## src/ngh_pkg.sv

```systemverilog
// Package for the noise gate with hold and punch: widths, fixed-point constants,
// register map codes and the structs shared by the config block, controller and datapath.
// No dependencies.
package ngh_pkg;

  localparam int CHANNELS    = 2;
  localparam int CH_BITS     = 1;
  localparam int SAMPLE_BITS = 24;
  localparam int ENV_W       = 24;
  localparam int GAIN_W      = 24;
  localparam int COEFF_W     = 24;
  localparam int FLOOR_W     = 23;
  localparam int HOLD_W      = 16;
  localparam int MIX_W       = 17;
  localparam int WET_W       = SAMPLE_BITS + 2;
  localparam int MUL_A_W     = SAMPLE_BITS + 3;
  localparam int MUL_B_W     = GAIN_W + 1;
  localparam int PROD_W      = MUL_A_W + MUL_B_W;
  localparam int K_W         = 18;
  localparam int APB_AW      = 5;
  localparam int APB_DW      = 32;

  localparam logic [GAIN_W-1:0] UNITY_GAIN       = 24'd4194304;
  localparam logic [K_W-1:0]    GLIDE_K          = 18'd167772;
  localparam logic [K_W-1:0]    DECAY_K          = 18'd50332;
  localparam logic [MIX_W-1:0]  MIX_FULL         = 17'd65536;
  localparam logic [MIX_W-1:0]  MIX_BYPASS_LIMIT = 17'd65470;

  localparam logic [COEFF_W-1:0] RST_ATTACK  = 24'd16603400;
  localparam logic [COEFF_W-1:0] RST_RELEASE = 24'd16774300;
  localparam logic [ENV_W-1:0]   RST_OPEN    = 24'd265271;
  localparam logic [ENV_W-1:0]   RST_CLOSE   = 24'd187826;
  localparam logic [FLOOR_W-1:0] RST_FLOOR   = 23'd132635;
  localparam logic [HOLD_W-1:0]  RST_HOLD    = 16'd960;
  localparam logic [GAIN_W-1:0]  RST_PUNCH   = 24'd6647668;
  localparam logic [MIX_W-1:0]   RST_MIX     = 17'd65536;

  typedef enum logic [2:0] {
    REG_ATTACK,
    REG_RELEASE,
    REG_OPEN,
    REG_CLOSE,
    REG_FLOOR,
    REG_HOLD,
    REG_PUNCH,
    REG_MIX
  } ngh_reg_e;

  typedef struct packed {
    logic [COEFF_W-1:0] attack_coeff;
    logic [COEFF_W-1:0] release_coeff;
    logic [ENV_W-1:0]   open_threshold;
    logic [ENV_W-1:0]   close_threshold;
    logic [FLOOR_W-1:0] floor_gain;
    logic [HOLD_W-1:0]  hold_length;
    logic [GAIN_W-1:0]  punch_gain;
    logic [MIX_W-1:0]   mix_amount;
  } ngh_cfg_t;

  typedef struct packed {
    logic latch;
    logic glide;
    logic env;
    logic gate;
    logic wet;
    logic decay;
    logic mix;
    logic load_out;
  } ngh_cmd_t;

  typedef struct packed {
    logic out_free;
  } ngh_sts_t;

endpackage

```

## src/ngh_regs.sv

```systemverilog
// APB-style configuration registers of the noise gate, with readback.
// Depends on ngh_pkg.
module ngh_regs (
  input  logic                        clk_i,
  input  logic                        rst_ni,
  input  logic                        psel,
  input  logic                        penable,
  input  logic                        pwrite,
  input  logic [ngh_pkg::APB_AW-1:0]  paddr,
  input  logic [ngh_pkg::APB_DW-1:0]  pwdata,
  output logic [ngh_pkg::APB_DW-1:0]  prdata,
  output logic                        pready,
  output ngh_pkg::ngh_cfg_t           cfg_o
);
  import ngh_pkg::*;

  ngh_cfg_t cfg_q;
  ngh_reg_e reg_sel;
  logic     wr_en;

  assign pready  = 1'b1;
  assign reg_sel = ngh_reg_e'(paddr[APB_AW-1:2]);
  assign wr_en   = psel & penable & pwrite;
  assign cfg_o   = cfg_q;

  always_ff @(posedge clk_i or negedge rst_ni) begin
    if (!rst_ni) begin
      cfg_q.attack_coeff    <= RST_ATTACK;
      cfg_q.release_coeff   <= RST_RELEASE;
      cfg_q.open_threshold  <= RST_OPEN;
      cfg_q.close_threshold <= RST_CLOSE;
      cfg_q.floor_gain      <= RST_FLOOR;
      cfg_q.hold_length     <= RST_HOLD;
      cfg_q.punch_gain      <= RST_PUNCH;
      cfg_q.mix_amount      <= RST_MIX;
    end else if (wr_en) begin
      unique case (reg_sel)
        REG_ATTACK:  cfg_q.attack_coeff    <= pwdata[COEFF_W-1:0];
        REG_RELEASE: cfg_q.release_coeff   <= pwdata[COEFF_W-1:0];
        REG_OPEN:    cfg_q.open_threshold  <= pwdata[ENV_W-1:0];
        REG_CLOSE:   cfg_q.close_threshold <= pwdata[ENV_W-1:0];
        REG_FLOOR:   cfg_q.floor_gain      <= pwdata[FLOOR_W-1:0];
        REG_HOLD:    cfg_q.hold_length     <= pwdata[HOLD_W-1:0];
        REG_PUNCH:   cfg_q.punch_gain      <= pwdata[GAIN_W-1:0];
        REG_MIX:     cfg_q.mix_amount      <= pwdata[MIX_W-1:0];
      endcase
    end
  end

  always_comb begin
    unique case (reg_sel)
      REG_ATTACK:  prdata = APB_DW'(cfg_q.attack_coeff);
      REG_RELEASE: prdata = APB_DW'(cfg_q.release_coeff);
      REG_OPEN:    prdata = APB_DW'(cfg_q.open_threshold);
      REG_CLOSE:   prdata = APB_DW'(cfg_q.close_threshold);
      REG_FLOOR:   prdata = APB_DW'(cfg_q.floor_gain);
      REG_HOLD:    prdata = APB_DW'(cfg_q.hold_length);
      REG_PUNCH:   prdata = APB_DW'(cfg_q.punch_gain);
      REG_MIX:     prdata = APB_DW'(cfg_q.mix_amount);
    endcase
  end

endmodule

```

## config.mk

```make
export PLATFORM = sky130hd
export DESIGN_NAME = ngh_regs
export DESIGN_NICKNAME = d
export VERILOG_FILES = /design/src/ngh_pkg.sv /design/src/ngh_regs.sv
export SDC_FILE = /design/constraint.sdc
export NUM_CORES = 1
export LEC_CHECK = 0
export BUFFER_PORTS_ARGS = -buffer_cell sky130_fd_sc_hd__buf_2
export CORE_AREA = 2 2 131 133
export DETAILED_ROUTE_END_ITERATION = 10
export DIE_AREA = 0 0 133 135
export GPL_ROUTABILITY_DRIVEN = 0
export HOLD_SLACK_MARGIN = 0.08
export PLACE_DENSITY = 0.89
export SLEW_MARGIN = 25
export SYNTH_ARGS = -nofsm -noshare
export SYNTH_HDL_FRONTEND = slang
export SYNTH_SLANG_ARGS = --single-unit
```

## constraint.sdc

```tcl
create_clock -name clk_i -period 2.6 [get_ports clk_i]
set_clock_uncertainty 0.2 [all_clocks]
set_input_delay 0.52 -clock clk_i [delete_from_list [all_inputs] [get_ports clk_i]]
set_output_delay 0.52 -clock clk_i [all_outputs]
set_load 0.03 [all_outputs]
```

# After elaboration in Yosys (flattened, before gate mapping)

Index checks and enable logic that the tools add are counted.

Reductions and logical operators: 9
Eq/ne operators: 7
Mux-type cells: 1
Bitwise gates (word level): 2

Operators by type and width:

| kind               | count |
|---|---|
| $pmux 32 s8        | 1 |
| $reduce_and 2->1   | 8 |
| $eq 3x3->1 const B | 4 |
| $eq 3x2->1 const B | 2 |
| $eq 3x1->1 const B | 1 |
| $logic_not 3->1    | 1 |
| $and 1x1->1        | 2 |

Word-level logic and storage cells: 27
Output and inout port bits: 209
Flip-flop bits (word level): 176

# Depth between registers and ports, before layout

Gate-level depths: netlist of the first run.

Depth in word-level cells: 3
Depth in mapped cells: 5
Gate-level depth less buffers: 3

# Worst setup path before layout of the first run

Ideal clock, no wire load.

Path type: input to output
Start: input paddr[3] (netlist bit)
End: output prdata[16] (netlist bit)
Stages on the path: 5
Path slack: -0.022 ns
Buffers on the path: 3
Required time: 1.880 ns
Arrival: 1.902 ns
Cell sequence: buf_2 > buf_2 > clkbuf_1 > nand3_1 > a31oi_1

Longest elaborated chain between the ends: 2
Elaborated cells on any way between the ends: 9
Those cells by class: eq/ne (7); mux (1); reduce/logical (1)

RTL lines:

| what                               | line           | text |
|---|---|---|
| start, declared                    | ngh_regs.sv:9  | `input logic [ngh_pkg::APB_AW-1:0] paddr,` |
| $eq 3x3->1 (tied with other cells) | ngh_regs.sv:51 | `unique case (reg_sel)` |
| $pmux 32 s8 (*)                    | ngh_regs.sv:51 |  |
| end, declared                      | ngh_regs.sv:11 | `output logic [ngh_pkg::APB_DW-1:0] prdata,` |

Mark *: on every way between the ends. The rest lies on a longest branch, timed or not. The select of a mux whose other input is x is not followed.

# Worst setup path after layout of the first run

Start: input paddr[4] (netlist bit)
End: output prdata[6] (netlist bit)

The elaborated chain is that of the path after synthesis.

==> results of run 1 <==
==> power groups by stage <==
stage | Sequential (mW) | Combinational, mW | Clock [mW]
after floorplan | 4.94 | 0.977 | 0
after global placement | 3.88 | 2.98 | 0
after detailed placement | 3.91 | 3.04 | 0
after CTS | 3.87 | 3.06 | 2.59
after global routing | 3.95 | 3.20 | 2.70
final | 3.88 | 3.04 | 2.54
==> metal layers <==
metal	routed length, um	track usage	share of wire	vias up
li1	-	-	-	2650
met1	9600	0.338	0.42	3098
met2	11000	0.434	0.48	301
met3	1750	0.0672	0.076	56
met4	734	0.114	0.032	0
met5	0	0	0	-
==> cells in the mapped netlist, drive strengths merged <==
library cell,instances,share of area
a32o,1,0.0012
dfstp,74,0.24
mux2,189,0.26
dfrtp,102,0.31
o22a,15,0.016
nor2,11,0.0066
a211oi,3,0.0028
a211o,1,0.0011
o22ai,15,0.011
mux2i,46,0.056
a221oi,18,0.019
nand4b,1,0.0029
nor3,1,0.0012
inv,13,0.0060
mux4,2,0.0055
or3,2,0.0015
a32oi,1,0.0011
nor2b,2,0.0015
nor3b,3,0.0028
clkbuf,9,0.0041
nand2b,4,0.0031
a22oi,1,0.00092
nand2,15,0.0069
a21oi,1,0.00061
nand4,1,0.00077
a31oi,8,0.0061
conb,2,0.00092
buf,38,0.027
nand3,1,0.00061
==> timing repair <==
item | CTS | global route
resized for setup | 1 | 1
hold endpoints to repair | 36 | 0
pin swaps | 0 | 0
cloned | 0 | 0
setup endpoints to repair | 2 | 4
hold buffers | 1 | 0
==> layout by cell type (no fill, tap or decap), drive strengths merged, types with 5 or more instances in the layout <==
cell	instances
buf	275
mux2	189
dfrtp	102
dfstp	74
mux2i	46
clkbuf	21
a221oi	18
inv	18
nand2	15
o22ai	15
o22a	15
nor2	11
conb	9
a31oi	8
clkinv	5
==> cell families after synthesis <==
kind of cell           count (synthesis)  share of synthesized area
buffers and inverters                 60                     0.0369
DFF                                  176                      0.551
muxes                                237                      0.323
and+or+nand+nor                       41                     0.0279
other                                  2                   0.000920
AOI/OAI and AO/OA                     64                     0.0607
==> final cells by class <==
class | instances | area [um^2]
fill | 1171 | 5840
sequential | 176 | 4500
multi-input combinational | 351 | 3430
timing repair buffer | 277 | 1730
clock buffer | 20 | 467
tap | 220 | 275
clock inverter | 12 | 121
inverter | 13 | 48.8
==> worst max-delay path by stage <==
stage                 end  slack (ns)
6_report        prdata[6]        0.04
3_5_place_dp   prdata[12]       -0.01
5_1_grt         prdata[6]       0.003
3_3_place_gp   prdata[12]       -0.02
2_1_floorplan  prdata[21]        0.03
4_1_cts        prdata[12]        0.04
==> metrics by stage <==
step | utilization | instance area (um^2) | setup TNS [ns]
finish | 0.644 | 10600 | 0
global route | 0.644 | 10600 | 0
CTS | 0.644 | 10600 | 0
global placement | 0.607 | 9960 | -0.0193
detailed placement | 0.607 | 9960 | -0.0142
floorplan | - | 8200 | 0
==> results.ini, run 1 <==
[status]
status=finished, final reports clean

[global_route]
grt_pass1_wl_mm=36.5
grtUsageTotal=0.266
grt_pass1_vias=6390
antenna_found_initial=0
grt_start_max_net_pins=63
gr-total-overflow=0

[place]
pre_cts_ws_ns=-0.0142
io_buffer_count=231
placed_cells=1036
detailed_place_hpwl_mm=16.2

[power]
power.share.clock=0.268
switchingPower_mw=3.53
power.total_mw=9.45
power.density_nw_per_um2=895
combPwrFrac=0.322
p_leak_nw=5.12
p_int_mw=5.92
p_sw_frac=0.374
p_seq_frac=0.410
max-vdd-ir-drop_uv=533

[detailed_routing]
drtIter0Drc=260
drc_errors=0
via_per_inst=5.71
wl_per_cell_um=21.6
wl_mm=23.1
vias=6105
dr.pass1.iters=4
ant_nets=0

[min_path]
min_from=pwdata[23]
hp-class=in -> reg
holdPathEnd=cfg_o[175]
hold_depth=2

[floorplan]
initial_utilization=0.498
die_w_um=133
die_area_um2=18000
die_h_um=135
pin_count=251
rows=47
core_area_um2=16400

[critical_path]
cp_num_buf_inv=4
rr_startpoint=cfg_o[162]
reg2reg_to=cfg_o[162]
critPathCaptureType=output port
ff2ff_setup_slack_ns=1.56
crit_path_start=paddr[4]
crit_fanout=14
cp_top_family=buffers and inverters
path_cells=clkbuf_4 > buf_4 > nand2b_1 > buf_12 > o22ai_1 > o22a_1 > buf_2
worst_ep_required_time_ns=1.88
startpoint_type=input pin
slowest_delay_ns=0.20
reg2regPathDepth=1
cp_slowest_cell=o22ai_1
crit_cells=7
crit_arrival_ns=1.84
path_class=in -> out

[final_layout]
stdcell_count=1069
largest_register_ffs=176
areaGrowthSynthToFinish_pct=29.4
nets=878
diodes=0
drive_above_1_share=0.660

[clocking]
cts_setup_buffers=0
cts_root_buf=clkbuf_16
h-tree-depth=4
numCtsBuffers=17
clk_pin_slew_ns=0.07
clkSinkCount=176
cts_tree=yes
clk_latency_ns=0.42
cts_max_path_buffers=2

[timing]
maxSlewViolCount=0
rsz0062_at_grt=no
finalSetupViolCount=0
whs_ns=0.168
fin_crit_sh=0.984
worst_slack_ns=0.0428
timing.slew.headroom=0.594
fmax_ghz=0.391
hold_viol=0
fin_crit_ns=2.56
worst_pin_slew_ns=0.609

[yosys]
syn-mean-instance-area_um2=14.1
yosysUniqueCellTypes=33
synth-seq-area-share=0.551
postSynthCellCount=580
syn-cell-area_um2=8160
synth_warnings=0
synth-seq-cells=176

[run]
drv_cap=0

Power figures use the tool's default switching activity.
==> inputs of run 2 (changes only) <==
--- a/config.mk
+++ b/config.mk
@@ -12,6 +12,7 @@
 export GPL_ROUTABILITY_DRIVEN = 0
 export HOLD_SLACK_MARGIN = 0.08
 export PLACE_DENSITY = 0.89
+export SETUP_SLACK_MARGIN = 0.5
 export SLEW_MARGIN = 25
 export SYNTH_ARGS = -nofsm -noshare
 export SYNTH_HDL_FRONTEND = slang
==> results.ini, run 2 (same netlist as run 1, synthesis figures left out) <==
[status]
status=finished, final reports clean

[floorplan]
die_area_um2=18000
initial_utilization=0.498
die_w_um=133
die_h_um=135
pin_count=251
rows=47
core_area_um2=16400

[clocking]
clk_latency_ns=0.42
cts_root_buf=clkbuf_16
h-tree-depth=4
cts_max_path_buffers=2
cts_tree=yes
clk_pin_slew_ns=0.07
numCtsBuffers=17
clkSinkCount=176

[timing]
worst_pin_slew_ns=0.572
finalSetupTns_ns=0
hold_viol=0
rsz0062_at_grt=yes
worst_slack_ns=0.215
fin_crit_ns=2.38
finalSetupViolCount=0
fmax_ghz=0.419
maxSlewViolCount=0
fin_crit_sh=0.917
timing.slew.headroom=0.619

[critical_path]
cp_top_family=multiplexers
startpoint_type=flip-flop
path_class=reg -> out
path_cells=mux4_2 > a32o_2 > buf_6
crit_arrival_ns=1.66
crit_fanout=2
worst_ep_required_time_ns=1.88
slowest_delay_ns=0.47
critPathCaptureType=output port
cp_num_buf_inv=1
cp_slowest_cell=mux4_2

[place]
placed_area_um2=10300
detailed_place_hpwl_mm=16.4
io_buffer_count=231
pre_cts_ws_ns=0.0445

[final_layout]
final_cell_area_um2=11800
drive_above_1_share=0.742
areaGrowthSynthToFinish_pct=44.0
final_common_cell=buf_2
largest_register_ffs=176
diodes=0
nets=922
layout_common_cells=buf_2 (203), mux2_2 (161), dfrtp_1 (102)

[power]
max-vdd-ir-drop_uv=508
power.total_mw=9.89
p_leak_nw=5.56
power.density_nw_per_um2=841

[detailed_routing]
drc_errors=0
via_per_inst=5.67
wl_mm=25.8
vias=6306
wl_per_cell_um=23.2
ant_nets=0
dr.pass1.iters=4
drtIter0Drc=252

[global_route]
grt_start_max_net_pins=59
antenna_found_initial=0
grt_pass1_wl_mm=38.7
grtUsageTotal=0.285
gr-total-overflow=0
grt_pass1_vias=6699

[run]
drv_cap=0

[min_path]
hp-class=in -> reg

[run 2: final timing paths]
| check | endpoint | start | slack, ns | cells past startpoint |
|---|---|---|---|---|
| worst max-delay path | prdata[23] | cfg_o[103] | 0.22 | 3 |
| worst min-delay path | cfg_o[172] | pwdata[20] | 0.18 | 2 |
| worst max register to register | cfg_o[30] | cfg_o[30] | 1.45 | 3 |
| worst min register to register | cfg_o[98] | cfg_o[98] | 0.32 | 1 |
| max in group asynchronous | cfg_o[88] | rst_ni | 1.04 | 3 |
| min in group asynchronous | cfg_o[124] | rst_ni | 0.46 | 2 |
[run 2: layout make-up]
class                           count  area [um^2]
Tap cell                          220          275
Clock buffer                       22          474
Inverter                           13         48.8
Sequential cell                   176         4500
Clock inverter                     10         87.6
Multi-Input combinational cell    351         3910
Fill cell                        1065         4650
Timing Repair Buffer              321         2460
[run 2: layer usage]
metal  GRT usage  share of wire  vias to the layer above
met2       0.498           0.51                      265
met1       0.342           0.40                     3267
li1            -              -                     2735
met3      0.0815          0.068                       39
met5           0              0                        -
met4      0.0938          0.020                        0
[run 2: report_power, final]
part	internal, mW	switching, mW
Clock	1.39	1.07
Combinational	1.37	2.16
Sequential	3.45	0.455
Total	6.20	3.68
[run 2: what timing repair did]
item,CTS,global route
pin swaps,37,24
buffers inserted,33,6
cloned,4,3
resized for setup,91,12
hold buffers,1,0
endpoints found under the setup margin,24,24
hold endpoints to repair,34,0
[run 2: per-stage QoR]
step	hold slack (ns)	instances	utilization
after floorplan	0.0244	587	-
after global routing	0.170	1113	0.717
after detailed placement	0.310	1034	0.627
after CTS	0.153	1104	0.707
after global placement	0.302	1034	0.627
final	0.184	1113	0.717
==> inputs of run 3 (changes only) <==
--- a/config.mk
+++ b/config.mk
@@ -5,10 +5,11 @@
 export SDC_FILE = /design/constraint.sdc
 export NUM_CORES = 1
 export LEC_CHECK = 0
+export ABC_AREA = 1
 export BUFFER_PORTS_ARGS = -buffer_cell sky130_fd_sc_hd__buf_2
-export CORE_AREA = 2 2 131 133
+export CORE_AREA = 2 2 133 135
 export DETAILED_ROUTE_END_ITERATION = 10
-export DIE_AREA = 0 0 133 135
+export DIE_AREA = 0 0 135 137
 export GPL_ROUTABILITY_DRIVEN = 0
 export HOLD_SLACK_MARGIN = 0.08
 export PLACE_DENSITY = 0.89
==> results.ini, run 3 <==
[status]
status=finished, final reports clean

[yosys]
syn-cell-area_um2=8420
yosysUniqueCellTypes=27
synth-seq-cells=176
synth_top_area_frac=0.303
synth-seq-area-share=0.534
synth_most_common_cell=nand2_1
synth_ff_type=dfrtp_1
synthArstFlopShare=1.00
synth-edff-count=0
synth.largest_area_cell=dfrtp_1
ys_top_cells_by_area=dfrtp_1 (30%), dfstp_2 (23%), nand2_1 (10%), nand4_1 (7.2%), o21ai_0 (5.2%)
syn-mean-instance-area_um2=8.44
synth_top_cells_by_count=nand2_1 (225), nor2_1 (104), dfrtp_1 (102), nand4_1 (97), o21ai_0 (88)
synth_warnings=0
postSynthCellCount=998

[critical_path]
crit_arrival_ns=1.60
cp_num_buf_inv=5
crit_fanout=21
crit_cells=10
cp_top_family=buffers and inverters
reg2regPathDepth=2
startpoint_type=input pin
critPathCaptureType=output port
path_cells=buf_12 > inv_4 > buf_12 > nand3_4 > inv_2 > nand2_1 > nand2_1 > nor2_2 > nand2_2 > buf_6
worst_ep_required_time_ns=1.88
cp_slowest_cell=buf_12
path_class=in -> out
slowest_delay_ns=0.17

[timing]
fmax_ghz=0.432
fin_crit_sh=0.891
finalSetupViolCount=0
finalSetupTns_ns=0
timing.slew.headroom=0.537
rsz0062_at_grt=yes
hold_viol=0
whs_ns=0.117
worst_pin_slew_ns=0.693
worst_slack_ns=0.284
maxSlewViolCount=0
fin_crit_ns=2.32

[detailed_routing]
wl_mm=29.2
dr.pass1.iters=6
drtIter0Drc=1414
vias=8698
via_per_inst=5.94
ant_nets=0
drc_errors=0
wl_per_cell_um=19.9

[final_layout]
drive_above_1_share=0.389
areaGrowthSynthToFinish_pct=33.1
stdcell_count=1464
multi_input_area_um2=3510
regArea_um2=4500
layout_common_cells=nand2_1 (203), buf_2 (203), dfrtp_1 (102)
diodes=0
largest_register_ffs=176
post-route-util=0.657
nets=1268
nFillCells=1273
final_cell_area_um2=11200

[floorplan]
die_area_um2=18500
pin_count=251
initial_utilization=0.494
rows=48
die_h_um=137
die_w_um=135
core_area_um2=17100

[global_route]
grt_pass1_wl_mm=43.9
grt_start_max_net_pins=59
grtUsageTotal=0.311
grt_pass1_vias=8095
antenna_found_initial=0
gr-total-overflow=0

[min_path]
hp-class=in -> reg
hold_depth=3

[power]
p_leak_nw=5.81
p_sw_frac=0.407
power.total_mw=9.82
combPwrFrac=0.348
power.density_nw_per_um2=876
power.share.clock=0.248
p_seq_frac=0.404
max-vdd-ir-drop_uv=481
p_int_mw=5.82
switchingPower_mw=4.00

[place]
placed_cells=1417
pre_cts_ws_ns=0.0632
detailed_place_hpwl_mm=19.4
io_buffer_count=231
placed_area_um2=9960

[clocking]
numCtsBuffers=17
h-tree-depth=4
clkSinkCount=176
clk_latency_ns=0.43
cts_root_buf=clkbuf_16
clk_pin_slew_ns=0.07
cts_max_path_buffers=2
cts_tree=yes

[run]
drv_cap=0

## run 3: cell count changes after synthesis, moves of 18 or more
cell and change:
nand2_1 +210, mux2_2 -167, nor2_1 +98, nand4_1 +96, o21ai_0 +88, inv_1 +49
o21ai_1 +48, mux2i_1 -46, nand3_1 +45, a21oi_1 +38, mux2_1 -22, a221oi_1 -18
## run 3: logic make-up after synthesis
| logic type | after synthesis | share of synthesized area |
|---|---|---|
| AOI/OAI and AO/OA | 183 | 0.112 |
| and+or+nand+nor | 485 | 0.261 |
| DFF | 176 | 0.534 |
| buffers and inverters | 152 | 0.0919 |
| other | 2 | 0.000892 |
## run 3: power groups by stage
| stage | logic (mW) | registers (mW) | clock network [mW] |
|---|---|---|---|
| final | 3.42 | 3.96 | 2.43 |
| after global routing | 3.61 | 4.03 | 2.57 |
| after CTS | 3.34 | 3.92 | 2.44 |
| after detailed placement | 3.17 | 3.95 | 0 |
| after global placement | 3.10 | 3.92 | 0 |
| after floorplan | 0.987 | 5.04 | 0 |
## run 3: final cells by class
type                            count  share of cell area
Sequential cell                   176               0.401
Multi-Input combinational cell    677               0.313
Timing Repair Buffer              288               0.188
Clock buffer                       22              0.0432
Tap cell                          225              0.0251
Inverter                           66              0.0230
Clock inverter                     10             0.00703
## run 3: per-layer routing
metal,vias to the layer above,wire length (um),track usage,share of wire
met5,-,0,0,0
li1,3788,-,-,-
met2,651,13100,0.462,0.45
met1,4147,11600,0.423,0.40
met3,112,3270,0.0896,0.11
met4,0,1210,0.143,0.041
## run 3: what timing repair did
action | in CTS | in global routing
endpoints found under the setup margin | 24 | 24
endpoints found under the hold margin | 28 | 0
cloned | 4 | 1
buffers inserted | 9 | 0
pin swaps | 8 | 6
resized for setup | 105 | 44
hold buffers | 1 | 0
## run 3: tightest hold or removal path, delay by kind of cell
family                 cells  cell delay, ns
AO/OA/AOI/OAI              1            0.06
AND/OR/NAND/NOR            1            0.04
buffers and inverters      1            0.09
## run 3: final timing paths
path,start,to,slack (ns)
max in group asynchronous,rst_ni,cfg_o[92],0.98
max reg2reg,cfg_o[35],cfg_o[35],1.50
max,paddr[4],prdata[23],0.28
min,pwdata[22],cfg_o[39],0.12
min in group asynchronous,rst_ni,cfg_o[98],0.44
min reg2reg,cfg_o[114],cfg_o[114],0.28
