## config.mk

```make
export PLATFORM = sky130hd
export DESIGN_NAME = ngh_ctrl
export DESIGN_NICKNAME = d
export VERILOG_FILES = /design/src/ngh_pkg.sv /design/src/ngh_ctrl.sv
export SDC_FILE = /design/constraint.sdc
export NUM_CORES = 1
export LEC_CHECK = 0
export BUFFER_PORTS_ARGS = -buffer_cell sky130_fd_sc_hd__buf_4
export CORE_AREA = 5 5 42 44
export CTS_CLUSTER_SIZE = 24
export DETAILED_ROUTE_END_ITERATION = 16
export DIE_AREA = 0 0 47 49
export RECOVER_POWER = 100
export SLEW_MARGIN = 15
export SYNTH_ARGS = -nofsm -noshare
export SYNTH_HDL_FRONTEND = slang
export SYNTH_SLANG_ARGS = --single-unit
```

## constraint.sdc

```tcl
create_clock -name clk_i -period 1.33 [get_ports clk_i]
set_clock_uncertainty 0.15 [all_clocks]
set_input_delay 0.266 -clock clk_i [delete_from_list [all_inputs] [get_ports clk_i]]
set_output_delay 0.266 -clock clk_i [all_outputs]
set_load 0.02 [all_outputs]
```

## src/ngh_pkg.sv

```systemverilog
// Package for the noise gate with hold and punch: widths, fixed-point constants,
// register map codes and the structs shared by the config block, controller and datapath.
// No dependencies.
package ngh_pkg;

  localparam int CHANNELS    = 2;
  localparam int CH_BITS     = 1;
  localparam int SAMPLE_BITS = 24;
  localparam int ENV_W       = 24;
  localparam int GAIN_W      = 24;
  localparam int COEFF_W     = 24;
  localparam int FLOOR_W     = 23;
  localparam int HOLD_W      = 16;
  localparam int MIX_W       = 17;
  localparam int WET_W       = SAMPLE_BITS + 2;
  localparam int MUL_A_W     = SAMPLE_BITS + 3;
  localparam int MUL_B_W     = GAIN_W + 1;
  localparam int PROD_W      = MUL_A_W + MUL_B_W;
  localparam int K_W         = 18;
  localparam int APB_AW      = 5;
  localparam int APB_DW      = 32;

  localparam logic [GAIN_W-1:0] UNITY_GAIN       = 24'd4194304;
  localparam logic [K_W-1:0]    GLIDE_K          = 18'd167772;
  localparam logic [K_W-1:0]    DECAY_K          = 18'd50332;
  localparam logic [MIX_W-1:0]  MIX_FULL         = 17'd65536;
  localparam logic [MIX_W-1:0]  MIX_BYPASS_LIMIT = 17'd65470;

  localparam logic [COEFF_W-1:0] RST_ATTACK  = 24'd16603400;
  localparam logic [COEFF_W-1:0] RST_RELEASE = 24'd16774300;
  localparam logic [ENV_W-1:0]   RST_OPEN    = 24'd265271;
  localparam logic [ENV_W-1:0]   RST_CLOSE   = 24'd187826;
  localparam logic [FLOOR_W-1:0] RST_FLOOR   = 23'd132635;
  localparam logic [HOLD_W-1:0]  RST_HOLD    = 16'd960;
  localparam logic [GAIN_W-1:0]  RST_PUNCH   = 24'd6647668;
  localparam logic [MIX_W-1:0]   RST_MIX     = 17'd65536;

  typedef enum logic [2:0] {
    REG_ATTACK,
    REG_RELEASE,
    REG_OPEN,
    REG_CLOSE,
    REG_FLOOR,
    REG_HOLD,
    REG_PUNCH,
    REG_MIX
  } ngh_reg_e;

  typedef struct packed {
    logic [COEFF_W-1:0] attack_coeff;
    logic [COEFF_W-1:0] release_coeff;
    logic [ENV_W-1:0]   open_threshold;
    logic [ENV_W-1:0]   close_threshold;
    logic [FLOOR_W-1:0] floor_gain;
    logic [HOLD_W-1:0]  hold_length;
    logic [GAIN_W-1:0]  punch_gain;
    logic [MIX_W-1:0]   mix_amount;
  } ngh_cfg_t;

  typedef struct packed {
    logic latch;
    logic glide;
    logic env;
    logic gate;
    logic wet;
    logic decay;
    logic mix;
    logic load_out;
  } ngh_cmd_t;

  typedef struct packed {
    logic out_free;
  } ngh_sts_t;

endpackage

```

## src/ngh_ctrl.sv

```systemverilog
// Sequencer of the noise gate: steps one beat through glide, envelope, gate,
// wet, decay, mix and output load. Depends on ngh_pkg.
module ngh_ctrl (
  input  logic              clk_i,
  input  logic              rst_ni,
  input  logic              in_valid_i,
  output logic              in_ready_o,
  input  ngh_pkg::ngh_sts_t sts_i,
  output ngh_pkg::ngh_cmd_t cmd_o
);
  import ngh_pkg::*;

  typedef enum logic [2:0] {
    ST_IDLE,
    ST_GLIDE,
    ST_ENV,
    ST_GATE,
    ST_WET,
    ST_DECAY,
    ST_MIX,
    ST_OUT
  } state_e;

  state_e state_q;
  logic   in_fire;
  logic   out_load;

  assign out_load   = (state_q == ST_OUT) && sts_i.out_free;
  assign in_ready_o = (state_q == ST_IDLE) || out_load;
  assign in_fire    = in_valid_i && in_ready_o;

  assign cmd_o.latch    = in_fire;
  assign cmd_o.glide    = (state_q == ST_GLIDE);
  assign cmd_o.env      = (state_q == ST_ENV);
  assign cmd_o.gate     = (state_q == ST_GATE);
  assign cmd_o.wet      = (state_q == ST_WET);
  assign cmd_o.decay    = (state_q == ST_DECAY);
  assign cmd_o.mix      = (state_q == ST_MIX);
  assign cmd_o.load_out = out_load;

  always_ff @(posedge clk_i or negedge rst_ni) begin
    if (!rst_ni) begin
      state_q <= ST_IDLE;
    end else begin
      unique case (state_q)
        ST_IDLE:  if (in_fire) state_q <= ST_GLIDE;
        ST_GLIDE: state_q <= ST_ENV;
        ST_ENV:   state_q <= ST_GATE;
        ST_GATE:  state_q <= ST_WET;
        ST_WET:   state_q <= ST_DECAY;
        ST_DECAY: state_q <= ST_MIX;
        ST_MIX:   state_q <= ST_OUT;
        ST_OUT: begin
          if (in_fire) begin
            state_q <= ST_GLIDE;
          end else if (out_load) begin
            state_q <= ST_IDLE;
          end
        end
        default:  state_q <= ST_IDLE;
      endcase
    end
  end

  a_steps_onehot: assert property (@(posedge clk_i) disable iff (!rst_ni)
    $onehot0({cmd_o.glide, cmd_o.env, cmd_o.gate, cmd_o.wet, cmd_o.decay, cmd_o.mix,
              cmd_o.load_out}))
    else $error("more than one datapath step active");

  a_glide_after_accept: assert property (@(posedge clk_i) disable iff (!rst_ni)
    cmd_o.glide |-> $past(cmd_o.latch))
    else $error("glide step without a preceding accepted beat");

  a_load_needs_room: assert property (@(posedge clk_i) disable iff (!rst_ni)
    cmd_o.load_out |-> (sts_i.out_free && $past(cmd_o.mix) || $past(state_q == ST_OUT)))
    else $error("result loaded out of sequence or over a pending beat");

endmodule

```

**Word-level counts from Yosys, hierarchy flattened**

Index checks and enable logic that the tools add are counted.

- Logic and storage cells: 19
- Input bits: 4
- Register bits: 3
- Output and inout bits: 9

- Reductions and logical operators: 5
- Muxes and demuxes: 4
- Equality and inequality tests: 9

Operators by type and width:

| operator | number |
|---|---|
| $pmux 3 s8 | 1 |
| $eq 3x3->1 const B | 4 |
| $mux 3 | 3 |
| $eq 3x2->1 const B | 2 |
| $eq 3x1->1 const B | 1 |
| $logic_not 3->1 | 1 |
| $ne 3x3->1 const B | 1 |
| $logic_and 1x1->1 | 2 |
| $ne 2x2->1 const B | 1 |
| $reduce_and 2->1 | 1 |
| $logic_or 1x1->1 | 1 |

**Logic depth before layout (Yosys ltp)**

Gate-level depths: netlist of run 1.

- Depth in word-level cells: 6
- Mapped depth: 5
- Mapped depth without buffers: 3

**Worst setup path after synthesis of run 1**

OpenSTA, ideal clock, no wires.

- Kind: register -> output
- Start: reg state_q[1]
- End: out cmd_o[7] (netlist name)
- Path buffers: 2
- Data required time: 914 ps
- Setup slack: -331 ps
- Stages on the path, launching flop included: 5
- Arrival: 1245 ps
- Cell sequence: dfrtp_1 -> buf_4 -> o31ai_2 -> and2_1 -> buf_4

- Longest elaborated chain between the ends: 4
- Elaborated cells on any way between the ends: 5
- Classes of those cells: eq/ne: 1; reduce/logical: 4

RTL lines:

| element | line | source |
|---|---|---|
| from (decl) | ngh_ctrl.sv:24 | `state_e state_q;` |
| from (signal assigned) | ngh_ctrl.sv:43 | `state_q <= ST_IDLE;` |
| from (signal assigned) | ngh_ctrl.sv:46 | `ST_IDLE: if (in_fire) state_q <= ST_GLIDE;` |
| from (signal assigned) | ngh_ctrl.sv:47 | `ST_GLIDE: state_q <= ST_ENV;` |
| $eq 3x3->1 | ngh_ctrl.sv:28 | `assign out_load = (state_q == ST_OUT) && sts_i.out_free;` |
| $logic_and 1x1->1 | ngh_ctrl.sv:28 |  |
| $logic_or 1x1->1 (*) | ngh_ctrl.sv:29 | `assign in_ready_o = (state_q == ST_IDLE) \|\| out_load;` |
| named net in_ready_o | ngh_ctrl.sv:7 | `output logic in_ready_o,` |
| $logic_and 1x1->1 (*) | ngh_ctrl.sv:30 | `assign in_fire = in_valid_i && in_ready_o;` |
| to (decl) | ngh_ctrl.sv:9 | `output ngh_pkg::ngh_cmd_t cmd_o` |

The timed path passes the listed nets; every way through them passes the cells marked *.

==> results.sh, run 1 <==
export IMPL_rsz0062_at_grt="yes"
export IMPL_hold_ws_ns=0.165
export IMPL_hold_viol_final=0
export IMPL_netlist_area_um2=248
export IMPL_drv_cap=0
export IMPL_outcome="finished, violations left"
export IMPL_violations="negative setup slack"
export IMPL_tritoncts="yes"
export IMPL_n_antenna_cell=0
export IMPL_die_x_um=47
export IMPL_yosysWarnings=0
export IMPL_antenna_left=0
export IMPL_antenna_found_initial=0
export IMPL_cp_slowest_stage_delay_ns=0.45
export IMPL_post_route_period_util=1.22
export IMPL_grt_max_degree=9
export IMPL_synth_edff_count=0
export IMPL_nets=52
export IMPL_crit_path_end_kind="output port"
export IMPL_num_rows=14
export IMPL_async_flop_share=1.00
export IMPL_wl_met1_um=223
export IMPL_arrival_ns=1.20
export IMPL_regMostFlops="state_q"
export IMPL_dpl_hpwl_um=477
export IMPL_slowest_stage="dfrtp_2"
export IMPL_wl_met3_um=50
export IMPL_worstMarginPinSlew_ns=0.176
export IMPL_core_um2=1400
export IMPL_cts_htree_levels=1
export IMPL_met2WireLength_um=325
export IMPL_place_congestion=0.631
export IMPL_setup_violations=9
export IMPL_min_path_type="in -> reg"
export IMPL_reg2reg_slack_ns=0.14
export IMPL_final_cell_mix="12 x buf_4, 5 x buf_6, 4 x clkbuf_4"
export IMPL_reg_largest_list="state_q x3"
export IMPL_finalMaxSlewViolations=0
export IMPL_initialDrtViolationCount=3
export IMPL_dieArea_um2=2300
export IMPL_grt_pass1_wl_um=1010
export IMPL_topRoutingLayerUsed="met4"
export IMPL_numCtsBuffers=3
export IMPL_drt_pass1_iterations=2
export IMPL_crit_fanout=7
export IMPL_start_util=0.177
export IMPL_power_uw=1120
export IMPL_ys_seq_elements=3
export IMPL_cts_buffer_depth=2
export IMPL_crit_required_ns=0.91
export IMPL_avgSynthCellArea_um2=8.85
export IMPL_clock_latency_ns=0.23
export IMPL_largest_reg_flops=3
export IMPL_grt_ovfl_total=0
export IMPL_drive_gt1_frac=0.596
export IMPL_area_growth_pct=80.3
export IMPL_yosysSeqAreaShare=0.303
export IMPL_ys_flop_type="dfrtp_1"
export IMPL_clk_pin_slew_ns=0.04
export IMPL_cp_start_kind="flip-flop"
export IMPL_grt_pass1_vias=254
export IMPL_gr_usage_all_layers=0.0621
export IMPL_wirelength_um=614
export IMPL_fill_cells=159
export IMPL_post_route_drc_count=0
export IMPL_vias=253
export IMPL_peakVddDrop_mv=0.612
export IMPL_fmax_mhz=618
export IMPL_die_y_um=49
export IMPL_vias_per_cell=4.02
export IMPL_final_common_cell="buf_4"
export IMPL_path_class="reg -> out"
export IMPL_fin_ws_ns=-0.289
export IMPL_slew_headroom=0.883
export IMPL_p_leak_uw=0.000225
export IMPL_place_ws_ns=-0.116
export IMPL_synth_cells=28
export IMPL_numClockSinks=3
export IMPL_min_period_ns=1.62
export IMPL_pin_count=13
export IMPL_ys_types=15
export IMPL_cts_root_buf="clkbuf_4"
export IMPL_power_density_nw_per_um2=2510
export IMPL_wl_per_cell_um=9.75
export IMPL_syn_num_nets=32
export IMPL_port_buffers=12
export IMPL_cp_cell_sequence="o31ai_4 -> and2_1 -> buf_4"
export IMPL_fin_util=0.319
-- worst max-delay path: cells and delay by family (launching register included) --
family                 cells  cell delay, ns
flip-flops                 1            0.45
AO/OA/AOI/OAI              1            0.24
AND/OR/NAND/NOR            1            0.15
buffers and inverters      1            0.13
-- kinds of logic after synthesis --
| logic type | count (synthesis) | synth area share |
|---|---|---|
| simple gates | 12 | 0.333 |
| buf+inv | 7 | 0.182 |
| compound gates | 6 | 0.182 |
| flops | 3 | 0.303 |
-- cells in the mapped netlist, types with 2 or more instances --
cell / n / area share
nor2_1: 2 / 0.030
nor3b_1: 2 / 0.061
and2_1: 3 / 0.076
inv_1: 2 / 0.030
and3b_1: 2 / 0.071
buf_4: 5 / 0.15
a21oi_1: 2 / 0.040
dfrtp_1: 3 / 0.30
-- path summary, 6_finish.rpt --
kind / startpoint / to / cells after the start
worst max-delay path: state_q[0]$_DFFE_PN0P_ / cmd_o[7] / 3
worst min-delay path: sts_i / state_q[1]$_DFFE_PN0P_ / 4
worst max register to register: state_q[0]$_DFFE_PN0P_ / state_q[2]$_DFFE_PN0P_ / 3
worst min register to register: state_q[0]$_DFFE_PN0P_ / state_q[0]$_DFFE_PN0P_ / 1
max in group asynchronous: rst_ni / state_q[0]$_DFFE_PN0P_ / 2
min in group asynchronous: rst_ni / state_q[1]$_DFFE_PN0P_ / 2
-- stage by stage --
| stage | TNS (ns) | instances | instance area, µm² |
|---|---|---|---|
| 3_3_place_gp | -0.407 | 57 | 379 |
| 3_5_place_dp | -0.485 | 57 | 379 |
| 4_1_cts | -2.41 | 63 | 450 |
| 5_1_grt | -2.74 | 63 | 447 |
| 2_1_floorplan | -0.384 | 28 | 269 |
| 6_report | -2.29 | 63 | 447 |
-- layer usage --
metal,vias to the layer above,track usage
li1,127,-
met1,115,0.0640
met3,2,0.0221
met2,9,0.0928
met5,-,0
met4,0,0.0553
-- power by group --
part	total, µW	internal, µW	switching, µW
Clock	160	112	47.7
Combinational	720	406	314
Sequential	242	145	96.8
-- cell type report --
| cell class | count | area, µm² | area share |
|---|---|---|---|
| timing repair buffer | 20 | 168 | 0.375 |
| inverter | 2 | 7.51 | 0.0168 |
| tap | 16 | 20.0 | 0.0448 |
| multi-input combinational | 18 | 146 | 0.328 |
| clock buffer | 4 | 26.3 | 0.0588 |
| sequential | 3 | 78.8 | 0.176 |
-- repair_timing --
action | 4_1_cts | 5_1_grt
hold buffers | 1 | 0
endpoints found under the hold margin | 3 | 0
endpoints found under the setup margin | 9 | 9
resized for setup | 9 | 0
pin swaps | 0 | 1
buffers inserted | 1 | 0
Note: power is estimated with default switching activity, not from simulation.
==> run 2: changes to the inputs <==
--- a/config.mk
+++ b/config.mk
@@ -11,6 +11,7 @@
 export DETAILED_ROUTE_END_ITERATION = 16
 export DIE_AREA = 0 0 47 49
 export RECOVER_POWER = 100
+export REMOVE_ABC_BUFFERS = 1
 export SLEW_MARGIN = 15
 export SYNTH_ARGS = -nofsm -noshare
 export SYNTH_HDL_FRONTEND = slang
==> results.sh, run 2 (synthesis gave the netlist of run 1 again) <==
export IMPL_finalMaxSlewViolations=0
export IMPL_crit_required_ns=0.91
export IMPL_crit_fanout=5
export IMPL_cp_slowest_stage_delay_ns=0.46
export IMPL_drive_gt1_frac=0.667
export IMPL_setup_violations=9
export IMPL_wirelength_um=742
export IMPL_reg_largest_list="state_q x3"
export IMPL_die_x_um=47
export IMPL_numCtsBuffers=3
export IMPL_cts_root_buf="clkbuf_4"
export IMPL_numClockSinks=3
export IMPL_post_route_drc_count=0
export IMPL_die_y_um=49
export IMPL_grt_pass1_vias=244
export IMPL_power_density_nw_per_um2=2570
export IMPL_clk_pin_slew_ns=0.04
export IMPL_swShare=0.415
export IMPL_grt_ovfl_total=0
export IMPL_grt_max_degree=10
export IMPL_min_period_ns=1.66
export IMPL_fill_cells=162
export IMPL_fmax_mhz=603
export IMPL_largest_reg_flops=3
export IMPL_outcome="finished, violations left"
export IMPL_antenna_found_initial=0
export IMPL_nets=53
export IMPL_core_um2=1400
export IMPL_drv_cap=0
export IMPL_gr_usage_all_layers=0.0691
export IMPL_post_route_period_util=1.25
export IMPL_regMostFlops="state_q"
export IMPL_rsz0062_at_grt="yes"
export IMPL_peakVddDrop_mv=0.881
export IMPL_slowest_stage="dfrtp_2"
export IMPL_tritoncts="yes"
export IMPL_place_ws_ns=-0.0641
export IMPL_cts_htree_levels=1
export IMPL_wl_per_cell_um=11.6
export IMPL_final_common_cell="buf_4"
export IMPL_p_leak_uw=0.000229
export IMPL_p_clk_frac=0.138
export IMPL_slew_headroom=0.861
export IMPL_power_internal_uw=708
export IMPL_fin_ws_ns=-0.329
export IMPL_final_cell_mix="13 x buf_4, 6 x buf_6, 3 x clkbuf_4, 3 x dfrtp_2"
export IMPL_hold_viol_final=0
export IMPL_dpl_hpwl_um=496
export IMPL_n_antenna_cell=0
export IMPL_worstMarginPinSlew_ns=0.208
export IMPL_antenna_left=0
export IMPL_min_path_type="in -> reg"
export IMPL_clock_latency_ns=0.24
export IMPL_dieArea_um2=2300
export IMPL_arrival_ns=1.24
export IMPL_cp_start_kind="flip-flop"
export IMPL_violations="negative setup slack"
export IMPL_cts_buffer_depth=2
export IMPL_port_buffers=12
export IMPL_vias_per_cell=4.08
export IMPL_area_growth_pct=90.4
export IMPL_pin_count=13
export IMPL_place_congestion=0.685
export IMPL_cp_cell_sequence="o31ai_4 -> and2_4 -> buf_6"
export IMPL_start_util=0.177
export IMPL_vias=261
export IMPL_pwr_share_seq=0.205
export IMPL_grt_pass1_wl_um=1030
export IMPL_path_class="reg -> out"
export IMPL_num_rows=14
export IMPL_power_frac_comb=0.657
export IMPL_p_sw_uw=503
export IMPL_fin_tns_setup_ns=-2.44
export IMPL_drt_pass1_iterations=4
export IMPL_crit_path_end_kind="output port"
export IMPL_initialDrtViolationCount=3
==> run 2: cell types whose count changed in the layout (fill, tap and decap cells not counted), sizes merged <==
| cell | before | now |
|---|---|---|
| buf | 17 | 19 |
| clkbuf | 6 | 5 |
==> run 2: through the flow <==
stage	std cells	hold slack, ns	cell area, µm²	total power, µW	util
finish	64	0.174	472	1210	0.337
global route	64	0.199	472	1290	0.337
CTS	62	0.160	432	1090	0.308
detailed placement	56	-0.0883	358	829	0.255
global placement	56	-0.0918	358	824	0.255
floorplan	23	-0.180	210	526	-
==> run 2: layout make-up <==
class,instances,area (µm²),share of cell area
multi-input cells,18,160,0.340
repair buffers,21,179,0.379
inverters,2,7.51,0.0159
well taps,16,20.0,0.0424
clock buffers,4,26.3,0.0557
flip-flops and latches,3,78.8,0.167
==> run 2: power groups by stage <==
stage / logic (µW) / clock network [µW] / registers (µW)
after floorplan: 304 / 0 / 221
after global placement: 620 / 0 / 204
after detailed placement: 624 / 0 / 204
after CTS: 703 / 174 / 209
after global routing: 850 / 181 / 256
final: 796 / 167 / 249
==> run 2: layer usage <==
| layer | global-route usage | wire, µm | up-vias |
|---|---|---|---|
| met2 | 0.0860 | 406 | 8 |
| met4 | 0.0968 | 23 | 0 |
| met3 | 0.0258 | 41 | 2 |
| met1 | 0.0705 | 270 | 121 |
| li1 | - | - | 130 |
| met5 | 0 | 0 | - |
==> run 2: worst paths after layout <==
kind	start	to	slack, ns	cells after the start
max	state_q[1]$_DFFE_PN0P_	cmd_o[7]	-0.33	3
min	sts_i	state_q[1]$_DFFE_PN0P_	0.17	4
max reg2reg	state_q[0]$_DFFE_PN0P_	state_q[2]$_DFFE_PN0P_	0.09	4
min reg2reg	state_q[1]$_DFFE_PN0P_	state_q[1]$_DFFE_PN0P_	0.53	2
max in group asynchronous	rst_ni	state_q[2]$_DFFE_PN0P_	0.61	2
min in group asynchronous	rst_ni	state_q[0]$_DFFE_PN0P_	0.22	2
==> run 2: what timing repair did <==
action	in CTS	in global routing
hold buffers	1	0
hold endpoints to repair	3	0
setup endpoints to repair	9	9
resized for setup	9	7
buffers inserted	1	2
pin swaps	1	1
==> run 2: critical path, delay by kind of cell, from the launching register on <==
| family | cells | cell delay, ns |
|---|---|---|
| AO/OA/AOI/OAI | 1 | 0.26 |
| buffers and inverters | 1 | 0.11 |
| flip-flops | 1 | 0.46 |
| AND/OR/NAND/NOR | 1 | 0.18 |
==> run 3: changes to the inputs <==
==> constraint.sdc (replaced) <==
create_clock -name clk_i -period 1.33 [get_ports clk_i]
set_clock_uncertainty 0.15 [all_clocks]
set_input_delay 0.133 -clock clk_i [delete_from_list [all_inputs] [get_ports clk_i]]
set_output_delay 0.133 -clock clk_i [all_outputs]
set_load 0.02 [all_outputs]
==> results.sh, run 3 (synthesis gave the netlist of run 1 again) <==
export IMPL_finalMaxSlewViolations=0
export IMPL_fmax_mhz=655
export IMPL_startpoint="state_q[0]$_DFFE_PN0P_"
export IMPL_vias_per_cell=4.03
export IMPL_antenna_left=0
export IMPL_place_ws_ns=0.0778
export IMPL_clock_latency_ns=0.24
export IMPL_num_rows=14
export IMPL_ff2ff_path_depth=5
export IMPL_post_route_period_util=1.15
export IMPL_min_period_ns=1.53
export IMPL_r2r_start="state_q[1]$_DFFE_PN0P_"
export IMPL_wl_per_cell_um=10.4
export IMPL_hold_path_end="state_q[1]$_DFFE_PN0P_"
export IMPL_antenna_found_initial=0
export IMPL_fill_cells=162
export IMPL_power_internal_uw=694
export IMPL_seq_area_um2=78.8
export IMPL_p_sw_uw=496
export IMPL_power_density_nw_per_um2=2540
export IMPL_drv_cap=0
export IMPL_grt_ovfl_total=0
export IMPL_outcome="finished, violations left"
export IMPL_grt_max_degree=10
export IMPL_violations="negative setup slack"
export IMPL_layout_cells_non_filler=63
export IMPL_gr_usage_all_layers=0.0578
export IMPL_n_antenna_cell=0
export IMPL_p_clk_frac=0.140
export IMPL_core_um2=1400
export IMPL_tritoncts="yes"
export IMPL_cp_start_kind="flip-flop"
export IMPL_power_uw=1190
export IMPL_pin_count=13
export IMPL_power_frac_comb=0.653
export IMPL_crit_path_end_kind="output port"
export IMPL_multi_input_area_um2=158
export IMPL_path_class="reg -> out"
export IMPL_cp_cell_sequence="o31ai_4 -> and2_4 -> buf_6"
export IMPL_cts_htree_levels=1
export IMPL_grt_pass1_vias=240
export IMPL_min_path_cells=4
export IMPL_r2r_end="state_q[0]$_DFFE_PN0P_"
export IMPL_place_congestion=0.614
export IMPL_crit_fanout=6
export IMPL_numClockSinks=3
export IMPL_swShare=0.417
export IMPL_post_route_drc_count=0
export IMPL_placed_cells=55
export IMPL_slowest_stage="dfrtp_2"
export IMPL_crit_required_ns=1.05
export IMPL_hold_ws_ns=0.0443
export IMPL_initialDrtViolationCount=0
export IMPL_grt_pass1_wl_um=966
export IMPL_min_path_type="in -> reg"
export IMPL_clk_pin_slew_ns=0.04
export IMPL_reg2reg_slack_ns=0.04
export IMPL_area_growth_pct=89.4
export IMPL_start_util=0.177
export IMPL_cts_root_buf="clkbuf_4"
export IMPL_regMostFlops="state_q"
export IMPL_pwr_share_seq=0.207
export IMPL_die_x_um=47
export IMPL_vias=254
export IMPL_min_delay_start="sts_i"
export IMPL_slew_headroom=0.863
export IMPL_dpl_hpwl_um=444
export IMPL_hold_viol_final=0
export IMPL_setup_violations=9
export IMPL_worstMarginPinSlew_ns=0.205
export IMPL_arrival_ns=1.24
export IMPL_die_y_um=49
export IMPL_final_common_cell="buf_4"
export IMPL_crit_family="flip-flops"
export IMPL_drt_pass1_iterations=1
export IMPL_rsz0062_at_grt="yes"
export IMPL_reg_largest_list="state_q x3"
export IMPL_p_leak_uw=0.000224
export IMPL_dieArea_um2=2300
export IMPL_fin_ws_ns=-0.196
export IMPL_largest_reg_flops=3
export IMPL_cts_buffer_depth=2
export IMPL_critPathBufInv=1
export IMPL_peakVddDrop_mv=0.498
export IMPL_cp_slowest_stage_delay_ns=0.46
export IMPL_final_cell_mix="10 x buf_4, 8 x buf_6, 3 x clkbuf_4, 3 x dfrtp_2"
export IMPL_drive_gt1_frac=0.638
export IMPL_nets=52
export IMPL_port_buffers=12
export IMPL_numCtsBuffers=3
export IMPL_wirelength_um=653
==> run 3: cell types whose count changed in the layout (fill, tap and decap cells not counted) <==
cell / previous run / this run
buf_4: 13 / 10
buf_6: 6 / 8
and2_1: 1 / 2
and2_4: 2 / 1
==> run 3: area by class of cell <==
| cell class | count | area share |
|---|---|---|
| clock buffers | 4 | 0.0560 |
| inverters | 2 | 0.0160 |
| multi-input cells | 18 | 0.336 |
| flip-flops and latches | 3 | 0.168 |
| well taps | 16 | 0.0427 |
| repair buffers | 20 | 0.381 |
==> run 3: how the worst max path moves through the flow <==
stage	end	slack (ns)	cells after the start
after CTS	cmd_o[7]	-0.19	3
after global routing	cmd_o[7]	-0.21	3
after floorplan	cmd_o[7]	-0.20	2
after detailed placement	cmd_o[7]	0.08	3
final	cmd_o[7]	-0.20	3
after global placement	cmd_o[7]	0.07	3
==> run 3: worst register-to-register path, delay by kind of cell (launching register included) <==
| family | cells | cell delay [ns] |
|---|---|---|
| flops | 1 | 0.45 |
| compound gates | 2 | 0.22 |
| buf+inv | 2 | 0.27 |
| simple gates | 1 | 0.08 |
==> run 3: power by group through the flow <==
| stage | sequential, µW | clock, µW | combinational (µW) |
|---|---|---|---|
| after floorplan | 221 | 0 | 304 |
| after global placement | 202 | 0 | 598 |
| after detailed placement | 205 | 0 | 600 |
| after CTS | 207 | 171 | 681 |
| after global routing | 257 | 171 | 837 |
| final | 247 | 166 | 777 |
==> run 3: per-layer routing <==
layer | up-vias | global-route usage | wire, µm
li1 | 129 | - | -
met1 | 115 | 0.0551 | 205
met2 | 8 | 0.0973 | 371
met3 | 2 | 0.00738 | 54
met4 | 0 | 0.0553 | 22
met5 | - | 0 | 0
==> run 3: through the flow <==
step,setup TNS [ns],utilization,instance area [µm²]
after floorplan,-0.196,-,210
after global placement,0,0.250,350
after detailed placement,0,0.250,350
after CTS,-1.04,0.299,419
after global routing,-1.43,0.335,469
final,-1.04,0.335,469
==> run 3: what timing repair did <==
item | CTS | global route
endpoints found under the hold margin | 3 | 0
gates resized for setup | 8 | 9
buffers inserted | 1 | 2
hold buffers | 1 | 0
pin swaps | 0 | 2
setup endpoints to repair | 9 | 9
